## src/urf_pkg.sv

```systemverilog
// shared types and constants of the ultrasonic range filter
package urf_pkg;

  // field widths
  localparam int unsigned WIDTH_W  = 16;
  localparam int unsigned DIST_W   = 14;
  localparam int unsigned CFG_W    = 16;
  localparam int unsigned CFG_IDX_W = 1;

  // pulse width to q4 centimetres: (width * 281) >> 10
  localparam int unsigned CONV_MUL   = 281;
  localparam int unsigned MUL_W      = 9;
  localparam int unsigned CONV_SHIFT = 10;
  localparam int unsigned PROD_W     = WIDTH_W + MUL_W;

  localparam logic [DIST_W-1:0]  DIST_MAX      = '1;
  localparam logic [WIDTH_W-1:0] TIMEOUT_RESET = 16'd30000;
  localparam logic [DIST_W-1:0]  THRESH_RESET  = 14'd800;

  // configuration register indexes
  localparam logic [CFG_IDX_W-1:0] REG_ECHO_TIMEOUT = 1'd0;
  localparam logic [CFG_IDX_W-1:0] REG_DETECT_THRESH = 1'd1;

  // sequencer states
  typedef enum logic [2:0] {
    ST_IDLE,
    ST_CONV,
    ST_WRITE,
    ST_SUM,
    ST_DIV_START,
    ST_DIV_WAIT,
    ST_FINISH
  } urf_state_t;

  // divider status towards the sequencer
  typedef struct packed {
    logic busy;
    logic done;
  } div_status_t;

endpackage

```

## src/urf_div.sv

```systemverilog
// restoring divider, one quotient bit per cycle
module urf_div #(
  parameter int unsigned DIVIDEND_W = 17,
  parameter int unsigned DIVISOR_W  = 3
) (
  input  logic                   clk,
  input  logic                   rst,
  input  logic                   start,
  input  logic [DIVIDEND_W-1:0]  dividend,
  input  logic [DIVISOR_W-1:0]   divisor,
  output logic [DIVIDEND_W-1:0]  quotient,
  output urf_pkg::div_status_t   status
);
  import urf_pkg::*;

  localparam int unsigned STEP_W = $clog2(DIVIDEND_W + 1);

  logic [DIVISOR_W-1:0]  rem;
  logic [DIVISOR_W-1:0]  rem_next;
  logic [DIVIDEND_W-1:0] quo;
  logic [DIVIDEND_W-1:0] quo_next;
  logic [DIVISOR_W-1:0]  dsr;
  logic [STEP_W-1:0]     steps;
  logic                  busy;
  logic                  done;
  logic [DIVISOR_W:0]    shifted;
  logic                  fits;

  // one trial subtraction
  always_comb begin
    shifted  = {rem, quo[DIVIDEND_W-1]};
    fits     = (shifted >= {1'b0, dsr});
    rem_next = fits ? DIVISOR_W'(shifted - {1'b0, dsr}) : DIVISOR_W'(shifted);
    quo_next = {quo[DIVIDEND_W-2:0], fits};
  end

  // control
  always_ff @(posedge clk) begin
    if (rst) begin
      busy <= 1'b0;
      done <= 1'b0;
    end else begin
      done <= 1'b0;
      if (start) begin
        busy <= 1'b1;
      end else if (busy && steps == STEP_W'(1)) begin
        busy <= 1'b0;
        done <= 1'b1;
      end
    end
  end

  // datapath
  always_ff @(posedge clk) begin
    if (start) begin
      rem   <= '0;
      quo   <= dividend;
      dsr   <= divisor;
      steps <= STEP_W'(DIVIDEND_W);
    end else if (busy) begin
      rem   <= rem_next;
      quo   <= quo_next;
      steps <= steps - STEP_W'(1);
    end
  end

  assign quotient    = quo;
  assign status.busy = busy;
  assign status.done = done;

endmodule

```

## src/ultrasonic_range_filter.sv

```systemverilog
// echo pulse to distance conversion with a moving mean over a sample ring
//
//  channel  direction  handshake            payload
//  in       into       in_valid / in_stall  echo_width_us
//  out      out of     out_valid/out_stall  raw_distance, filtered_distance,
//                                           object_near, echo_timed_out
//  cfg      into       cfg_write            cfg_index, cfg_data
//
// one transaction at a time: accept, multiply, ring write, summing over the
// RING_DEPTH slots, divider start, then the divider takes one quotient bit per
// cycle and signals done with the quotient; the result is then loaded into the
// output register and the sequencer returns to idle to take the next input.
// An all-zero ring skips the divider.
// in_stall stays high until the result is in the output register; a stalled
// result holds and the next input is taken meanwhile, its result then waits.
// rst is synchronous and resets the configuration registers, the ring write
// pointer and fill flag, out_valid and the sequencer; data registers are not.
module ultrasonic_range_filter #(
  parameter int unsigned RING_DEPTH = 5
) (
  input  logic                            clk,
  input  logic                            rst,
  input  logic                            in_valid,
  output logic                            in_stall,
  input  logic [urf_pkg::WIDTH_W-1:0]     echo_width_us,
  output logic                            out_valid,
  input  logic                            out_stall,
  output logic [urf_pkg::DIST_W-1:0]      raw_distance,
  output logic [urf_pkg::DIST_W-1:0]      filtered_distance,
  output logic                            object_near,
  output logic                            echo_timed_out,
  input  logic                            cfg_write,
  input  logic [urf_pkg::CFG_IDX_W-1:0]   cfg_index,
  input  logic [urf_pkg::CFG_W-1:0]       cfg_data
);
  import urf_pkg::*;

  localparam int unsigned IDX_W = (RING_DEPTH > 1) ? $clog2(RING_DEPTH) : 1;
  localparam int unsigned CNT_W = $clog2(RING_DEPTH + 1);
  localparam int unsigned SUM_W = DIST_W + CNT_W;
  localparam logic [IDX_W-1:0] LAST_SLOT = IDX_W'(RING_DEPTH - 1);

  urf_state_t state;
  urf_state_t state_next;

  logic [WIDTH_W-1:0] echo_timeout_us;
  logic [DIST_W-1:0]  detect_threshold;

  logic [DIST_W-1:0]  ring [RING_DEPTH];
  logic [IDX_W-1:0]   write_slot;
  logic               ring_filled;

  logic [WIDTH_W-1:0] width;
  logic [PROD_W-1:0]  prod;
  logic               timed_out;
  logic [DIST_W-1:0]  raw;
  logic [DIST_W-1:0]  raw_next;
  logic               near;
  logic [PROD_W-CONV_SHIFT-1:0] dist_full;

  logic [IDX_W-1:0]   sum_idx;
  logic [SUM_W-1:0]   sum;
  logic [CNT_W-1:0]   count;
  logic [DIST_W-1:0]  mean;

  logic               div_start;
  logic [SUM_W-1:0]   div_quotient;
  div_status_t        div_status;
  logic               out_load;

  // configuration registers
  always_ff @(posedge clk) begin
    if (rst) begin
      echo_timeout_us  <= TIMEOUT_RESET;
      detect_threshold <= THRESH_RESET;
    end else if (cfg_write) begin
      unique case (cfg_index)
        REG_ECHO_TIMEOUT:  echo_timeout_us  <= cfg_data;
        REG_DETECT_THRESH: detect_threshold <= cfg_data[DIST_W-1:0];
      endcase
    end
  end

  // scaled distance with saturation, zero on echo timeout
  always_comb begin
    dist_full = prod[PROD_W-1:CONV_SHIFT];
    if (timed_out) begin
      raw_next = '0;
    end else if (dist_full > {1'b0, DIST_MAX}) begin
      raw_next = DIST_MAX;
    end else begin
      raw_next = dist_full[DIST_W-1:0];
    end
  end

  // sequencer state register
  always_ff @(posedge clk) begin
    if (rst) begin
      state <= ST_IDLE;
    end else begin
      state <= state_next;
    end
  end

  // next state and control
  always_comb begin
    state_next = state;
    div_start  = 1'b0;
    out_load   = 1'b0;
    unique case (state)
      ST_IDLE: begin
        if (in_valid) state_next = ST_CONV;
      end
      ST_CONV:  state_next = ST_WRITE;
      ST_WRITE: state_next = ST_SUM;
      ST_SUM: begin
        if (sum_idx == LAST_SLOT) state_next = ST_DIV_START;
      end
      ST_DIV_START: begin
        if (count == '0) begin
          state_next = ST_FINISH;
        end else begin
          div_start  = 1'b1;
          state_next = ST_DIV_WAIT;
        end
      end
      ST_DIV_WAIT: begin
        if (div_status.done) state_next = ST_FINISH;
      end
      ST_FINISH: begin
        if (!out_valid || !out_stall) begin
          out_load   = 1'b1;
          state_next = ST_IDLE;
        end
      end
      default: state_next = ST_IDLE;
    endcase
  end

  assign in_stall = (state != ST_IDLE);

  // ring control state
  always_ff @(posedge clk) begin
    if (rst) begin
      write_slot  <= '0;
      ring_filled <= 1'b0;
    end else if (state == ST_WRITE) begin
      ring_filled <= 1'b1;
      write_slot  <= (write_slot == LAST_SLOT) ? '0 : write_slot + IDX_W'(1);
    end
  end

  // ring entries: the first sample fills every slot
  always_ff @(posedge clk) begin
    if (state == ST_WRITE) begin
      for (int i = 0; i < RING_DEPTH; i++) begin
        if (!ring_filled || write_slot == IDX_W'(i)) ring[i] <= raw_next;
      end
    end
  end

  // per-sample datapath
  always_ff @(posedge clk) begin
    unique case (state)
      ST_IDLE: begin
        width <= echo_width_us;
      end
      ST_CONV: begin
        prod      <= PROD_W'(width) * PROD_W'(CONV_MUL);
        timed_out <= (width > echo_timeout_us);
      end
      ST_WRITE: begin
        raw     <= raw_next;
        near    <= (raw_next != '0) && (raw_next <= detect_threshold);
        sum_idx <= '0;
        sum     <= '0;
        count   <= '0;
      end
      ST_SUM: begin
        sum_idx <= sum_idx + IDX_W'(1);
        if (ring[sum_idx] != '0) begin
          sum   <= sum + SUM_W'(ring[sum_idx]);
          count <= count + CNT_W'(1);
        end
      end
      ST_DIV_START: begin
        mean <= '0;
      end
      ST_DIV_WAIT: begin
        if (div_status.done) mean <= div_quotient[DIST_W-1:0];
      end
      ST_FINISH: begin
        mean <= mean;
      end
      default: begin
        mean <= mean;
      end
    endcase
  end

  // divider for the mean
  urf_div #(
    .DIVIDEND_W(SUM_W),
    .DIVISOR_W (CNT_W)
  ) u_div (
    .clk     (clk),
    .rst     (rst),
    .start   (div_start),
    .dividend(sum),
    .divisor (count),
    .quotient(div_quotient),
    .status  (div_status)
  );

  // output register
  always_ff @(posedge clk) begin
    if (rst) begin
      out_valid <= 1'b0;
    end else if (out_load) begin
      out_valid <= 1'b1;
    end else if (!out_stall) begin
      out_valid <= 1'b0;
    end
  end

  always_ff @(posedge clk) begin
    if (out_load) begin
      raw_distance      <= raw;
      filtered_distance <= mean;
      object_near       <= near;
      echo_timed_out    <= timed_out;
    end
  end

endmodule

```

## config.mk

```make
export PLATFORM = sky130hd
export DESIGN_NAME = ultrasonic_range_filter
export DESIGN_NICKNAME = d
export VERILOG_FILES = /design/src/urf_pkg.sv /design/src/urf_div.sv /design/src/ultrasonic_range_filter.sv
export SDC_FILE = /design/constraint.sdc
export NUM_CORES = 1
export LEC_CHECK = 0
export BUFFER_PORTS_ARGS = -buffer_cell sky130_fd_sc_hd__buf_2
export CORE_ASPECT_RATIO = 0.6
export CORE_UTILIZATION = 60
export DETAILED_ROUTE_END_ITERATION = 7
export MAX_ROUTING_LAYER = met4
export PLACE_DENSITY = 0.74
export SLEW_MARGIN = 20
export SYNTH_ARGS = -nofsm -noshare
export SYNTH_HDL_FRONTEND = slang
export SYNTH_SLANG_ARGS = --single-unit
```

## constraint.sdc

```tcl
create_clock -name clk -period 6.8 [get_ports clk]
set_input_delay 1.36 -clock clk [delete_from_list [all_inputs] [get_ports clk]]
set_output_delay 1.36 -clock clk [all_outputs]
set_load 0.01 [all_outputs]
```

==> results.json <==
{
  "grt_max_degree": 41,
  "swShare_pct": 31.2,
  "finalHoldViolations": 0,
  "coreArea_um2": 21100,
  "required_ps": 7130,
  "pwr-share-seq_pct": 42.2,
  "hp-start": "raw[0]",
  "grt_pass1_wl_um": 41900,
  "tns_ps": 0,
  "gr-total-overflow": 0,
  "place.gp.congestion": 0.921,
  "final_common_cell": "edfxtp_1",
  "layout-drive-gt1-share_pct": 14.8,
  "final_antenna_net_count": 0,
  "synthCells": 1052,
  "drt_iter0_drc": 749,
  "seq_area_frac_synth_pct": 55.2,
  "finalWirelength_um": 26800,
  "syn_nets": 1239,
  "critPathMaxFanout": 5,
  "outcome": "complete, no violations",
  "wl_per_cell_um": 18.7,
  "std_cell_rows": 41,
  "clkPwrFrac_pct": 27.4,
  "syn_to_final_growth_pct": 11.5,
  "initial_core_util_pct": 61.4,
  "grt_usage_pct": 25.8,
  "netlist_area_um2": 12900,
  "cts_tree": "yes",
  "diodes": 0,
  "drc_errors": 0,
  "path_class": "reg2reg",
  "die_w_um": 192,
  "ctsHoldBuffers": 0,
  "ys.flop_type": "edfxtp_1",
  "p_per_area_nw_per_um2": 323,
  "start_kind": "register",
  "holdPathEnd": "raw_distance[0]",
  "cts_buffers": 24,
  "clk_pin_slew_ps": 70,
  "switchingPower_mw": 1.46,
  "clock_latency_ps": 510,
  "skew_ps": 13.4,
  "antenna_found_initial": 0,
  "fp.dieArea_um2": 22200,
  "worst_pin_slew_ps": 1050,
  "nNetsFinal": 1320,
  "post_cts_buffers": 0,
  "ys_types": 59,
  "grt_pass1_vias": 7656,
  "dp_hpwl_um": 19900,
  "critPathCaptureType": "register",
  "fp.dieH_um": 116,
  "root_buffer": "clkbuf_16",
  "finalCritPeriodShare_pct": 66.5,
  "reg2reg_to": "prod[20]",
  "maxSlewViolCount": 0,
  "firstDrtPassIters": 5,
  "min_period_ps": 4520,
  "vias": 8163,
  "cp.arrival_ps": 4860,
  "max_freq_ghz": 0.221,
  "synth.ff_latch_count": 255,
  "hp-class": "reg2reg",
  "max_slew_margin_pct": 30.1,
  "setup_viol": 0,
  "vias_per_cell": 5.71,
  "synth.avg_cell_area_um2": 12.3,
  "synth_edf_count": 204,
  "whs_ps": 419,
  "io_pins": 70,
  "h-tree-depth": 1,
  "pwr-share-comb_pct": 30.4,
  "max-cap-violations": 0,
  "io_buffers": 69,
  "leakagePower_nw": 5.82,
  "whs_path_depth": 0,
  "final_cell_mix": "204 x edfxtp_1, 125 x ha_1, 115 x inv_1",
  "cts_sinks": 255,
  "reg2reg_depth": 13,
  "internal_power_mw": 3.20,
  "ir_drop_v": 0.000199,
  "cts_resized": 0,
  "rsz0062_at_grt": "false",
  "r2r_slack_ps": 2280,
  "synthArstFlopShare_pct": 0,
  "regToRegStartpoint": "width[6]",
  "cts.path.max_buffers": 3,
  "yosysWarningCount": 0
}
[synthesized netlist by cell type (6+ instances only)]
cell	n	area, µm²
ha_1	125	1560
and3_1	6	37.5
nor2b_1	9	56.3
clkbuf_1	24	90.1
o21ai_0	27	135
mux2i_1	10	100
nand4_1	7	43.8
inv_1	115	432
mux4_2	7	158
a21o_1	17	128
a211o_1	9	78.8
nand2_1	79	297
o21a_1	9	67.6
edfxtp_1	204	6130
nand2b_1	9	56.3
nor2_1	77	289
mux2_2	28	315
xor2_1	8	70.1
nand3_1	10	50.1
xnor2_1	16	140
a211oi_1	11	82.6
nor3_1	8	40.0
fa_1	24	480
and2_1	18	113
dfxtp_1	51	1020
a21oi_1	74	370
[cell type report]
cell class / instances / area (µm²)
multi-input combinational: 655 / 5300
clock buffer: 31 / 648
inverter: 115 / 432
clock inverter: 13 / 96.3
fill: 1547 / 6650
timing repair buffer: 82 / 467
sequential: 255 / 7150
tap: 279 / 349
[layer usage]
layer | vias up | GRT usage [%] | share of wire (%)
met5 | - | - | 0
met4 | 0 | 3.70 | 1.2
met2 | 301 | 33.1 | 38
met3 | 24 | 4.51 | 8.3
met1 | 3891 | 42.4 | 53
li1 | 3947 | - | -
[per-stage QoR]
stage                     total power, mW  instances  cell area, µm²  util (%)  setup WS, ps
after floorplan                      3.04       1052           12900         -          2670
after global placement               3.35       1384           13700      64.8          2440
after detailed placement             3.40       1384           13700      64.8          2350
after CTS                            4.68       1428           14400      68.3          2320
after global routing                 4.94       1430           14400      68.5          2090
final                                4.66       1430           14400      68.5          2280
[cells by family (layout without fill, tap and decap cells)]
kind of cell               Yosys count  in the layout  share of synthesized area [%]
adders and majority gates          149            149                           15.8
muxes                               48             48                           5.04
and+or+nand+nor                    255            255                           9.38
xor gates and xnor gates            24             24                           1.62
buffers and inverters              142            241                           4.19
AOI/OAI and AO/OA                  179            179                           8.77
DFF                                255            255                           55.2
[sequential cells by signal, indices dropped and copies added (netlist names), 3 cells and up, named ones only]
name,flops
write_slot,3
prod,15
sum,17
mean,14
count,3
u_div.quotient,17
width,16
raw,14
state,3
echo_timeout_us,16
ring,70
raw_distance,14
u_div.rem,3
u_div.steps,5
sum_idx,3
u_div.dsr,3
detect_threshold,14
filtered_distance,14
[worst max-delay path: stages, from the launching register on]
cell,delay [ps]
edfxtp_1,520
ha_1,350
ha_1,300
fa_1,550
inv_1,60
fa_1,520
inv_1,40
ha_1,340
nand3_1,110
or3_1,450
a211o_1,340
or3_1,350
and4b_1,210
a311oi_1,200
[power groups by stage]
stage	logic, mW	clock network, mW	registers [mW]
global route	1.60	1.36	1.98
detailed placement	1.40	0	2.00
finish	1.42	1.28	1.97
floorplan	1.08	0	1.96
global placement	1.35	0	1.99
CTS	1.41	1.30	1.96
[worst max path at each step]
stage,cells past startpoint,from,to
5_1_grt,13,width[6],prod[20]
4_1_cts,13,width[6],prod[20]
3_5_place_dp,13,width[6],prod[20]
3_3_place_gp,13,width[6],prod[20]
6_report,13,width[6],prod[20]
2_1_floorplan,13,width[6],prod[20]
(Power assumes the default switching activity.)
